<file path="src/design/bcv_pkg.sv">
// Shared types, widths and the discharge curve of the battery charge converter.
`timescale 1ns / 1ps
`default_nettype none

package bcv_pkg;

  localparam int CURVE_POINTS = 18;
  localparam int SEGMENTS     = CURVE_POINTS - 1;
  localparam int PT_W         = $clog2(CURVE_POINTS);
  localparam int SEG_W        = $clog2(SEGMENTS);

  localparam int MV_W         = 13;
  localparam int PCT_W        = 7;
  localparam int OFF_W        = 7;
  localparam int N_W          = 16;
  localparam int RECIP_W      = 12;
  localparam int RECIP_SHIFT  = 18;
  localparam int PROD_W       = N_W + RECIP_W;

  localparam int QUEUE_DEPTH  = 4;

  localparam logic [PCT_W-1:0] PCT_EMPTY = 7'd0;
  localparam logic [PCT_W-1:0] PCT_FULL  = 7'd100;

  typedef logic [MV_W-1:0]    mv_t;
  typedef logic [PCT_W-1:0]   pct_t;
  typedef logic [RECIP_W-1:0] recip_t;

  localparam mv_t CURVE_MV [CURVE_POINTS] = '{
    13'd3300, 13'd3350, 13'd3400, 13'd3450, 13'd3500, 13'd3550,
    13'd3600, 13'd3650, 13'd3700, 13'd3750, 13'd3800, 13'd3850,
    13'd3900, 13'd3950, 13'd4000, 13'd4050, 13'd4100, 13'd4160
  };

  localparam pct_t CURVE_PCT [CURVE_POINTS] = '{
    7'd0,  7'd1,  7'd2,  7'd6,  7'd10, 7'd15,
    7'd19, 7'd22, 7'd27, 7'd33, 7'd42, 7'd53,
    7'd63, 7'd70, 7'd81, 7'd93, 7'd98, 7'd100
  };

  // Rounded-up reciprocal of twice each segment's width, scaled by two to the RECIP_SHIFT.
  localparam recip_t SEG_RECIP [SEGMENTS] = '{
    12'd2622, 12'd2622, 12'd2622, 12'd2622, 12'd2622, 12'd2622,
    12'd2622, 12'd2622, 12'd2622, 12'd2622, 12'd2622, 12'd2622,
    12'd2622, 12'd2622, 12'd2622, 12'd2622, 12'd2185
  };

  typedef enum logic [1:0] {
    KIND_SEG  = 2'd0,
    KIND_LOW  = 2'd1,
    KIND_HIGH = 2'd2
  } kind_t;

  typedef struct packed {
    kind_t             kind;
    logic [SEG_W-1:0]  seg;
    logic [OFF_W-1:0]  off;
  } entry_t;

endpackage

`default_nettype wire

</file>
<file path="src/design/bcv_in_if.sv">
// Channel interface that carries millivolt samples.
`timescale 1ns / 1ps
`default_nettype none

interface bcv_in_if;
  logic                     valid;
  logic                     ready;
  logic [bcv_pkg::MV_W-1:0] millivolts;

  modport source (output valid, output millivolts, input ready);
  modport sink   (input valid, input millivolts, output ready);
endinterface

`default_nettype wire

</file>
<file path="src/design/bcv_out_if.sv">
// Channel interface that carries state of charge results.
`timescale 1ns / 1ps
`default_nettype none

interface bcv_out_if;
  logic                      valid;
  logic                      ready;
  logic [bcv_pkg::PCT_W-1:0] charge_percent;

  modport source (output valid, output charge_percent, input ready);
  modport sink   (input valid, input charge_percent, output ready);
endinterface

`default_nettype wire

</file>
<file path="src/design/bcv_front.sv">
// Front end: accepts samples and classifies them against the curve segments.
`timescale 1ns / 1ps
`default_nettype none

module bcv_front (
  bcv_in_if.sink                 in_ch,
  output bcv_pkg::entry_t        wr_data,
  output logic                   wr_valid,
  input  logic                   wr_ready
);

  logic                       below;
  logic                       above;
  logic                       found;
  logic [bcv_pkg::SEG_W-1:0]  seg;
  bcv_pkg::mv_t               base_mv;
  bcv_pkg::mv_t               diff_mv;

  always_comb begin
    below = (in_ch.millivolts <= bcv_pkg::CURVE_MV[0]);
    above = (in_ch.millivolts >= bcv_pkg::CURVE_MV[bcv_pkg::CURVE_POINTS-1]);
    found = 1'b0;
    seg   = '0;
    for (int i = 0; i < bcv_pkg::SEGMENTS; i++) begin
      if (!found && (in_ch.millivolts <= bcv_pkg::CURVE_MV[i+1])) begin
        seg   = bcv_pkg::SEG_W'(i);
        found = 1'b1;
      end
    end
    base_mv = bcv_pkg::CURVE_MV[bcv_pkg::PT_W'(seg)];
    diff_mv = in_ch.millivolts - base_mv;
  end

  always_comb begin
    wr_data.seg = seg;
    wr_data.off = diff_mv[bcv_pkg::OFF_W-1:0];
    if (below) begin
      wr_data.kind = bcv_pkg::KIND_LOW;
    end else if (above) begin
      wr_data.kind = bcv_pkg::KIND_HIGH;
    end else begin
      wr_data.kind = bcv_pkg::KIND_SEG;
    end
  end

  assign wr_valid    = in_ch.valid;
  assign in_ch.ready = wr_ready;

endmodule

`default_nettype wire

</file>
<file path="src/design/bcv_queue.sv">
// Short queue of classified samples between the front and back ends.
`timescale 1ns / 1ps
`default_nettype none

module bcv_queue #(
  parameter int DEPTH = bcv_pkg::QUEUE_DEPTH
) (
  input  logic             clk,
  input  logic             rst_n,
  input  bcv_pkg::entry_t  wr_data,
  input  logic             wr_valid,
  output logic             wr_ready,
  output bcv_pkg::entry_t  rd_data,
  output logic             rd_valid,
  input  logic             rd_ready
);

  localparam int PTR_W = (DEPTH > 1) ? $clog2(DEPTH) : 1;
  localparam int CNT_W = $clog2(DEPTH + 1);

  bcv_pkg::entry_t     slots_r [DEPTH];
  logic [PTR_W-1:0]    wr_ptr_r;
  logic [PTR_W-1:0]    rd_ptr_r;
  logic [CNT_W-1:0]    count_r;
  logic                push;
  logic                pop;

  assign wr_ready = (count_r != CNT_W'(DEPTH));
  assign rd_valid = (count_r != '0);
  assign rd_data  = slots_r[rd_ptr_r];
  assign push     = wr_valid && wr_ready;
  assign pop      = rd_valid && rd_ready;

  always_ff @(posedge clk) begin
    if (!rst_n) begin
      wr_ptr_r <= '0;
      rd_ptr_r <= '0;
      count_r  <= '0;
    end else begin
      if (push) begin
        wr_ptr_r <= (wr_ptr_r == PTR_W'(DEPTH - 1)) ? '0 : wr_ptr_r + 1'b1;
      end
      if (pop) begin
        rd_ptr_r <= (rd_ptr_r == PTR_W'(DEPTH - 1)) ? '0 : rd_ptr_r + 1'b1;
      end
      if (push && !pop) begin
        count_r <= count_r + 1'b1;
      end else if (pop && !push) begin
        count_r <= count_r - 1'b1;
      end
    end
  end

  always_ff @(posedge clk) begin
    if (push) begin
      slots_r[wr_ptr_r] <= wr_data;
    end
  end

endmodule

`default_nettype wire

</file>
<file path="src/design/bcv_back.sv">
// Back end: interpolates within the segment and rounds, over three pipeline stages.
`timescale 1ns / 1ps
`default_nettype none

module bcv_back (
  input  logic             clk,
  input  logic             rst_n,
  input  bcv_pkg::entry_t  rd_data,
  input  logic             rd_valid,
  output logic             rd_ready,
  bcv_out_if.source        out_ch
);

  logic [bcv_pkg::PT_W-1:0]   lo_idx;
  logic [bcv_pkg::PT_W-1:0]   hi_idx;
  bcv_pkg::pct_t              pa;
  bcv_pkg::pct_t              pb;
  bcv_pkg::pct_t              span;
  bcv_pkg::mv_t               width_mv;
  logic [bcv_pkg::N_W-1:0]    scaled;
  logic [bcv_pkg::N_W-1:0]    numer;
  logic [bcv_pkg::PROD_W-1:0] prod;
  logic [bcv_pkg::PCT_W:0]    sum;
  bcv_pkg::pct_t              out_pct_nxt;

  logic                       s1_valid_r;
  bcv_pkg::kind_t             s1_kind_r;
  bcv_pkg::pct_t              s1_pa_r;
  logic [bcv_pkg::N_W-1:0]    s1_numer_r;
  bcv_pkg::recip_t            s1_recip_r;

  logic                       s2_valid_r;
  bcv_pkg::kind_t             s2_kind_r;
  bcv_pkg::pct_t              s2_pa_r;
  bcv_pkg::pct_t              s2_quot_r;

  logic                       out_valid_r;
  bcv_pkg::pct_t              out_pct_r;

  logic                       adv_out;
  logic                       adv_s2;
  logic                       adv_s1;

  assign adv_out  = !out_valid_r || out_ch.ready;
  assign adv_s2   = !s2_valid_r || adv_out;
  assign adv_s1   = !s1_valid_r || adv_s2;
  assign rd_ready = adv_s1;

  always_comb begin
    lo_idx   = bcv_pkg::PT_W'(rd_data.seg);
    hi_idx   = lo_idx + 1'b1;
    pa       = bcv_pkg::CURVE_PCT[lo_idx];
    pb       = bcv_pkg::CURVE_PCT[hi_idx];
    span     = (pb >= pa) ? (pb - pa) : '0;
    width_mv = bcv_pkg::CURVE_MV[hi_idx] - bcv_pkg::CURVE_MV[lo_idx];
    scaled   = bcv_pkg::N_W'(span) * bcv_pkg::N_W'(rd_data.off);
    numer    = (scaled << 1) + bcv_pkg::N_W'(width_mv);
  end

  assign prod = bcv_pkg::PROD_W'(s1_numer_r) * bcv_pkg::PROD_W'(s1_recip_r);

  always_comb begin
    sum = {1'b0, s2_pa_r} + {1'b0, s2_quot_r};
    case (s2_kind_r)
      bcv_pkg::KIND_LOW:  out_pct_nxt = bcv_pkg::PCT_EMPTY;
      bcv_pkg::KIND_HIGH: out_pct_nxt = bcv_pkg::PCT_FULL;
      bcv_pkg::KIND_SEG: begin
        if (sum > {1'b0, bcv_pkg::PCT_FULL}) begin
          out_pct_nxt = bcv_pkg::PCT_FULL;
        end else begin
          out_pct_nxt = sum[bcv_pkg::PCT_W-1:0];
        end
      end
      default:            out_pct_nxt = bcv_pkg::PCT_EMPTY;
    endcase
  end

  always_ff @(posedge clk) begin
    if (!rst_n) begin
      s1_valid_r  <= 1'b0;
      s2_valid_r  <= 1'b0;
      out_valid_r <= 1'b0;
    end else begin
      if (adv_s1) begin
        s1_valid_r <= rd_valid;
      end
      if (adv_s2) begin
        s2_valid_r <= s1_valid_r;
      end
      if (adv_out) begin
        out_valid_r <= s2_valid_r;
      end
    end
  end

  always_ff @(posedge clk) begin
    if (adv_s1) begin
      s1_kind_r  <= rd_data.kind;
      s1_pa_r    <= pa;
      s1_numer_r <= numer;
      s1_recip_r <= bcv_pkg::SEG_RECIP[rd_data.seg];
    end
    if (adv_s2) begin
      s2_kind_r <= s1_kind_r;
      s2_pa_r   <= s1_pa_r;
      s2_quot_r <= prod[bcv_pkg::RECIP_SHIFT +: bcv_pkg::PCT_W];
    end
    if (adv_out) begin
      out_pct_r <= out_pct_nxt;
    end
  end

  assign out_ch.valid          = out_valid_r;
  assign out_ch.charge_percent = out_pct_r;

endmodule

`default_nettype wire

</file>
<file path="src/design/battery_charge_from_voltage_unit.sv">
// Top level of the battery state of charge converter.
`timescale 1ns / 1ps
`default_nettype none

// Converts battery voltage samples in millivolts into a state of charge in percent.
// The in_ch channel carries one sample per beat in the millivolts field; the out_ch
// channel returns one beat per sample in the charge_percent field, in the same order.
// The front end classifies each sample against the curve points and places it in a
// short queue; the back end interpolates within the chosen segment in three stages.
// One sample is accepted in every cycle while the queue has room, and one result
// leaves in every cycle while the receiver takes it.
// From the accepting edge, a sample passes through the queue slot and the two multiply
// stages ahead of the output register before its result is shown.
// Reset, synchronous and active low, empties the queue and the pipeline; no result
// is shown during or right after it.
// When the receiver stalls, the result holds, the pipeline fills and then the queue
// fills; in_ch.ready falls only once QUEUE_DEPTH samples are waiting.
module battery_charge_from_voltage_unit #(
  parameter int QUEUE_DEPTH = bcv_pkg::QUEUE_DEPTH
) (
  input  logic        clk,
  input  logic        rst_n,
  bcv_in_if.sink      in_ch,
  bcv_out_if.source   out_ch
);

  bcv_pkg::entry_t wr_data;
  logic            wr_valid;
  logic            wr_ready;
  bcv_pkg::entry_t rd_data;
  logic            rd_valid;
  logic            rd_ready;

  bcv_front u_front (
    .in_ch    (in_ch),
    .wr_data  (wr_data),
    .wr_valid (wr_valid),
    .wr_ready (wr_ready)
  );

  bcv_queue #(
    .DEPTH (QUEUE_DEPTH)
  ) u_queue (
    .clk      (clk),
    .rst_n    (rst_n),
    .wr_data  (wr_data),
    .wr_valid (wr_valid),
    .wr_ready (wr_ready),
    .rd_data  (rd_data),
    .rd_valid (rd_valid),
    .rd_ready (rd_ready)
  );

  bcv_back u_back (
    .clk      (clk),
    .rst_n    (rst_n),
    .rd_data  (rd_data),
    .rd_valid (rd_valid),
    .rd_ready (rd_ready),
    .out_ch   (out_ch)
  );

endmodule

`default_nettype wire

</file>
<file path="src/flat_wrapper.sv">
// flat-port wrapper written by rule: the top's interface ports become plain ports
module battery_charge_from_voltage_unit_flat 
#(
  parameter int QUEUE_DEPTH = bcv_pkg::QUEUE_DEPTH
)
  (clk, rst_n, in_ch_valid, in_ch_millivolts, in_ch_ready, out_ch_valid, out_ch_charge_percent, out_ch_ready);
  bcv_in_if in_ch_i ();
  bcv_out_if out_ch_i ();
  input  logic clk;
  input  logic rst_n;
  input wire logic [$bits(in_ch_i.valid)-1:0] in_ch_valid;
  input wire logic [$bits(in_ch_i.millivolts)-1:0] in_ch_millivolts;
  output wire logic [$bits(in_ch_i.ready)-1:0] in_ch_ready;
  output wire logic [$bits(out_ch_i.valid)-1:0] out_ch_valid;
  output wire logic [$bits(out_ch_i.charge_percent)-1:0] out_ch_charge_percent;
  input wire logic [$bits(out_ch_i.ready)-1:0] out_ch_ready;
  assign in_ch_i.valid = in_ch_valid;
  assign in_ch_i.millivolts = in_ch_millivolts;
  assign in_ch_ready = in_ch_i.ready;
  assign out_ch_valid = out_ch_i.valid;
  assign out_ch_charge_percent = out_ch_i.charge_percent;
  assign out_ch_i.ready = out_ch_ready;
  battery_charge_from_voltage_unit #(.QUEUE_DEPTH(QUEUE_DEPTH)) u_core (.clk(clk), .rst_n(rst_n), .in_ch(in_ch_i), .out_ch(out_ch_i));
endmodule
</file>
<file path="config.mk">
export PLATFORM = sky130hd
export DESIGN_NAME = battery_charge_from_voltage_unit_flat
export DESIGN_NICKNAME = d
export VERILOG_FILES = /design/src/design/bcv_pkg.sv /design/src/design/bcv_in_if.sv /design/src/design/bcv_out_if.sv /design/src/design/bcv_front.sv /design/src/design/bcv_queue.sv /design/src/design/bcv_back.sv /design/src/design/battery_charge_from_voltage_unit.sv /design/src/flat_wrapper.sv
export SDC_FILE = /design/constraint.sdc
export NUM_CORES = 1
export LEC_CHECK = 0
export BUFFER_PORTS_ARGS = -buffer_cell sky130_fd_sc_hd__buf_4
export CAP_MARGIN = 20
export CORE_MARGIN = 1
export CORE_UTILIZATION = 55
export DETAILED_ROUTE_END_ITERATION = 10
export GPL_TIMING_DRIVEN = 0
export HOLD_SLACK_MARGIN = 0.15
export PLACE_DENSITY_LB_ADDON = 0.05
export SETUP_SLACK_MARGIN = 0.2
export SYNTH_ARGS = -nofsm -noshare
export SYNTH_HDL_FRONTEND = slang
export SYNTH_SLANG_ARGS = --single-unit
</file>
<file path="constraint.sdc">
create_clock -name clk -period 12.3 [get_ports clk]
set_input_delay 2.46 -clock clk [delete_from_list [all_inputs] [get_ports clk]]
set_output_delay 2.46 -clock clk [all_outputs]
set_load 0.01 [all_outputs]
</file>
==> flow_summary.html <==
<table>
<tr><th>Metric</th><th>Value</th></tr>
<tr><th colspan="2">Worst setup path</th></tr>
<tr><td>Critical Path AT</td><td>roughly 10,000 ps</td></tr>
<tr><td>Crit Path Class</td><td>reg -&gt; reg</td></tr>
<tr><td>Kind of start point of the critical path</td><td>flop</td></tr>
<tr><td>Crit path max fanout</td><td>13</td></tr>
<tr><td>Endpoint type of the worst setup path</td><td>flop</td></tr>
<tr><td>Worst path slowest cell</td><td>sky130_fd_sc_hd__fa_1</td></tr>
<tr><td>CP peak stage delay</td><td>550 ps</td></tr>
<tr><td>Worst endpoint required time</td><td>around 12,000 ps</td></tr>
<tr><th colspan="2">Finish</th></tr>
<tr><td>Number of nets in the layout</td><td>around 1.6k</td></tr>
<tr><td>Antenna diode count</td><td>0</td></tr>
<tr><td>Number of standard cells in the final layout excluding fillers</td><td>~1.6k</td></tr>
<tr><td>Layout-stage area growth over the synthesis result</td><td>9.145%</td></tr>
<tr><td>Footprint of the flip-flops and latches</td><td>0.003393 mm2</td></tr>
<tr><td>Number of filler instances in the final layout</td><td>between 1.5k and 2k</td></tr>
<tr><td>Layout cell share with drive strength beyond 1</td><td>0.08539</td></tr>
<tr><td>Multi-input combinational cell area</td><td>~0.0083 mm2</td></tr>
<tr><th colspan="2">GRT</th></tr>
<tr><td>Number of global-route vias before repair</td><td>~9k</td></tr>
<tr><td>Maximum number of pins on one net before global-route repair</td><td>20</td></tr>
<tr><td>Number of antenna violations at the first check in global routing</td><td>1</td></tr>
<tr><td>Remaining Overflow, GRT</td><td>0</td></tr>
<tr><td>GR Util All Layers</td><td>0.2382</td></tr>
<tr><td>Global-route wire length before repair</td><td>44.50 mm</td></tr>
<tr><th colspan="2">Placed design</th></tr>
<tr><td>Half-perimeter wire length after placement</td><td>~21 mm</td></tr>
<tr><td>Routability Congestion</td><td>0.9830</td></tr>
<tr><td>Worst setup slack after placement</td><td>1971 ps</td></tr>
<tr><td>Port Buffer Count</td><td>22</td></tr>
<tr><td>Number of cells in the design after placement</td><td>between 1.5k and 2k</td></tr>
<tr><th colspan="2">Timing</th></tr>
<tr><td>Unrepaired setup endpoints after global routing</td><td>no</td></tr>
<tr><td>Achievable Freq</td><td>between 90 and 100 MHz</td></tr>
<tr><td>Least-Margin Pin Slew</td><td>798.9 ps</td></tr>
<tr><td>Hold Vio Cnt, Final</td><td>0</td></tr>
<tr><td>Finish-stage setup viols</td><td>0</td></tr>
<tr><td>Final Max Tran Viols</td><td>0</td></tr>
<tr><td>Accumulated negative setup slack</td><td>0 ps</td></tr>
<tr><td>Final period utilization</td><td>0.8408</td></tr>
<tr><td>Worst clock skew</td><td>23.11 ps</td></tr>
<tr><td>Setup slack of the critical path after layout</td><td>approximately 2000 ps</td></tr>
<tr><td>Worst rel slew slack</td><td>0.4674</td></tr>
<tr><td>Final critical path time including I/O delays and setup</td><td>10,340 ps</td></tr>
<tr><th colspan="2">Yosys</th></tr>
<tr><td>Syn_area_per_cell</td><td>9.920 um2</td></tr>
<tr><td>Seq/Total Area, Yosys</td><td>0.2672</td></tr>
<tr><td>Syn_nets</td><td>1,580</td></tr>
<tr><td>Post-synth EDFFs</td><td>about 110</td></tr>
<tr><td>#FFs+latches synth</td><td>117</td></tr>
<tr><td>Mapped Cells</td><td>1,280</td></tr>
<tr><td>Syn Std Cell Area</td><td>0.01270 mm2</td></tr>
<tr><td>Share of flip-flops with an asynchronous set or reset after synthesis</td><td>0</td></tr>
<tr><td>Total of warnings raised by yosys</td><td>0</td></tr>
<tr><td>Synth cell types</td><td>78</td></tr>
<tr><td>Leading register cell type out of synthesis</td><td>sky130_fd_sc_hd__edfxtp_1</td></tr>
<tr><th colspan="2">Job</th></tr>
<tr><td>Number of violations of the max-capacitance limit</td><td>0</td></tr>
<tr><th colspan="2">Route</th></tr>
<tr><td>Number of detailed-route iterations in the first pass</td><td>5</td></tr>
<tr><td>Number of remaining DRC errors</td><td>0</td></tr>
<tr><td>DR WL/cell</td><td>approximately 16 um</td></tr>
<tr><td>Number of design-rule violations left by the first detailed-router iteration</td><td>~370</td></tr>
<tr><td>Antenna Nets Post-Route</td><td>0</td></tr>
<tr><td>Via count</td><td>between 9k and 10k</td></tr>
<tr><td>Vias per inst</td><td>5.577</td></tr>
<tr><td>Drt total wl</td><td>roughly 26 mm</td></tr>
<tr><th colspan="2">Die</th></tr>
<tr><td>Die Height</td><td>153.9 um</td></tr>
<tr><td>Die Area</td><td>around 0.024 mm2</td></tr>
<tr><td>Std-Cell Core Area</td><td>0.02264 mm2</td></tr>
<tr><td>Initial core utilization</td><td>0.5608</td></tr>
<tr><td>Ports placed on the boundary</td><td>26</td></tr>
<tr><td>Site row count</td><td>55</td></tr>
<tr><td>Die W</td><td>roughly 150 um</td></tr>
<tr><th colspan="2">Clock network</th></tr>
<tr><td>CTS tree</td><td>done</td></tr>
<tr><td>PostCTS Resize Cnt</td><td>0</td></tr>
<tr><td>Post-CTS Hold Fix Bufs</td><td>0</td></tr>
<tr><td>Worst-skew pair later-pin latency</td><td>430 ps</td></tr>
<tr><td>Clock transition at path regs</td><td>60 ps</td></tr>
<tr><td>Buffer levels on the longest clock path</td><td>2</td></tr>
<tr><td>Level count of the clock H-tree</td><td>4</td></tr>
<tr><td>TritonCTS Buffers</td><td>17</td></tr>
<tr><td>Cell at the root of the clock tree</td><td>sky130_fd_sc_hd__clkbuf_16</td></tr>
<tr><td>Setup Buffers After CTS</td><td>0</td></tr>
<tr><td>Clock Sink Count</td><td>between 100 and 150</td></tr>
<tr><th colspan="2">Run status</th></tr>
<tr><td>Outcome</td><td>finished clean</td></tr>
<tr><th colspan="2">Worst hold path</th></tr>
<tr><td>Worst min path class</td><td>reg -&gt; reg</td></tr>
</table>
kinds of logic (layout without fill, tap and decap cells):
family                     count (synthesis)  in the layout  synth area share
muxes                                     25             25           0.02828
DFF                                      117            117            0.2672
and+or+nand+nor                          319            319            0.1243
AOI/OAI and AO/OA                        229            229            0.1181
buffers and inverters                    250            305           0.07598
xor gates and xnor gates                  57             57           0.03991
adders and majority gates                283            283            0.3463
cell usage in the layout (no fill, tap or decap), types with 6 or more instances in the layout:
cell,n
sky130_fd_sc_hd__nand2_1,77
sky130_fd_sc_hd__xnor2_1,41
sky130_fd_sc_hd__mux4_2,8
sky130_fd_sc_hd__mux2i_1,10
sky130_fd_sc_hd__nor3_1,28
sky130_fd_sc_hd__o21a_1,9
sky130_fd_sc_hd__nand2b_1,12
sky130_fd_sc_hd__nor2_1,90
sky130_fd_sc_hd__o21bai_1,6
sky130_fd_sc_hd__and3_1,13
sky130_fd_sc_hd__inv_1,215
sky130_fd_sc_hd__o211ai_1,7
sky130_fd_sc_hd__ha_1,169
sky130_fd_sc_hd__o21ai_1,11
sky130_fd_sc_hd__a211oi_1,12
sky130_fd_sc_hd__inv_6,7
sky130_fd_sc_hd__a31oi_1,8
sky130_fd_sc_hd__clkbuf_1,15
sky130_fd_sc_hd__fa_1,114
sky130_fd_sc_hd__edfxtp_1,105
sky130_fd_sc_hd__mux2_2,7
sky130_fd_sc_hd__a21o_1,21
sky130_fd_sc_hd__a21boi_0,7
sky130_fd_sc_hd__buf_2,12
sky130_fd_sc_hd__xor2_1,15
sky130_fd_sc_hd__dfxtp_1,12
sky130_fd_sc_hd__clkbuf_16,17
sky130_fd_sc_hd__nor4_1,6
sky130_fd_sc_hd__a21oi_1,61
sky130_fd_sc_hd__nor2b_1,12
sky130_fd_sc_hd__nand3_1,18
sky130_fd_sc_hd__or2_2,10
sky130_fd_sc_hd__o21ai_0,43
sky130_fd_sc_hd__buf_4,25
sky130_fd_sc_hd__and2_1,23
critical path, delay by kind of cell, from the launching register on:
family | cells | cell delay [ps]
adder cells (fa/ha/maj) | 9 | 3840
AO/OA/AOI/OAI | 12 | 3020
buffers and inverters | 8 | 1490
AND/OR/NAND/NOR | 5 | 600
XOR/XNOR | 2 | 420
flip-flops | 1 | 410
multiplexers | 1 | 280
metal layers:
layer,part of all wire,global-route usage
met5,0,0
met4,0.013,0.06095
met3,0.036,0.03213
met2,0.49,0.4110
met1,0.46,0.3156
final timing paths:
kind                                           start                                endpoint  slack [ps]  depth (start not counted)
setup reg to reg                                flop  u_core.u_back.s1_numer_r[13]$_DFFE_PN_        1960                         37
setup / recovery                                flop  u_core.u_back.s1_numer_r[13]$_DFFE_PN_        1960                         37
hold / removal    u_core.u_back.s1_pa_r[3]$_DFFE_PN_      u_core.u_back.s2_pa_r[3]$_DFFE_PP_         410                          0
hold reg to reg   u_core.u_back.s1_pa_r[3]$_DFFE_PN_      u_core.u_back.s2_pa_r[3]$_DFFE_PP_         410                          0
cell type report:
class	instances	area share
multi-input combinational	913	0.6018
clock inverter	14	0.01336
sequential	117	0.2449
timing repair buffer	23	0.01300
clock buffer	18	0.03169
tap	285	0.02573
inverter	218	0.05905
buffer	32	0.01056
Yosys cell counts (all sizes together), types with 10 or more instances:
master | instances | area [um2]
a21oi | 62 | 314.1
clkbuf | 15 | 56.30
fa | 114 | 2282
o21ai | 57 | 296.5
and3 | 13 | 81.33
nand2b | 12 | 75.07
buf | 17 | 90.09
nand3 | 19 | 100.1
and2 | 23 | 143.9
mux2i | 10 | 100.1
nor2b | 12 | 75.07
edfxtp | 105 | 3153
a21o | 21 | 157.7
nor3 | 28 | 140.1
inv | 216 | 810.8
a211oi | 12 | 90.09
nor2 | 92 | 350.3
xnor2 | 42 | 375.4
xor2 | 15 | 131.4
nand2 | 77 | 289.0
or2 | 11 | 68.82
ha | 169 | 2115
dfxtp | 12 | 240.2
state kept, by name, indices dropped and copies added, names as in the netlist, 3 cells and up, named ones only:
| name | cells |
|---|---|
| u_core.u_queue.slots_r | 56 |
| u_core.u_back.s1_pa_r | 7 |
| u_core.u_back.s2_quot_r | 7 |
| u_core.u_back.s2_pa_r | 7 |
| u_core.u_queue.count_r | 3 |
| u_core.u_back.s1_numer_r | 15 |
| u_core.u_back.out_ch.charge_percent | 7 |
stage by stage:
stage          instance area [um2]  hold slack [ps]    util
2_1_floorplan                12700            400.3       -
3_3_place_gp                 13220            402.5  0.5839
3_5_place_dp                 13230            404.5  0.5845
4_1_cts                      13860            413.4  0.6121
5_1_grt                      13860            418.9  0.6121
6_report                     13860            411.8  0.6121
Power is not shown: default switching activity piles up to over one toggle a cycle in this logic, so the estimate is an artifact.
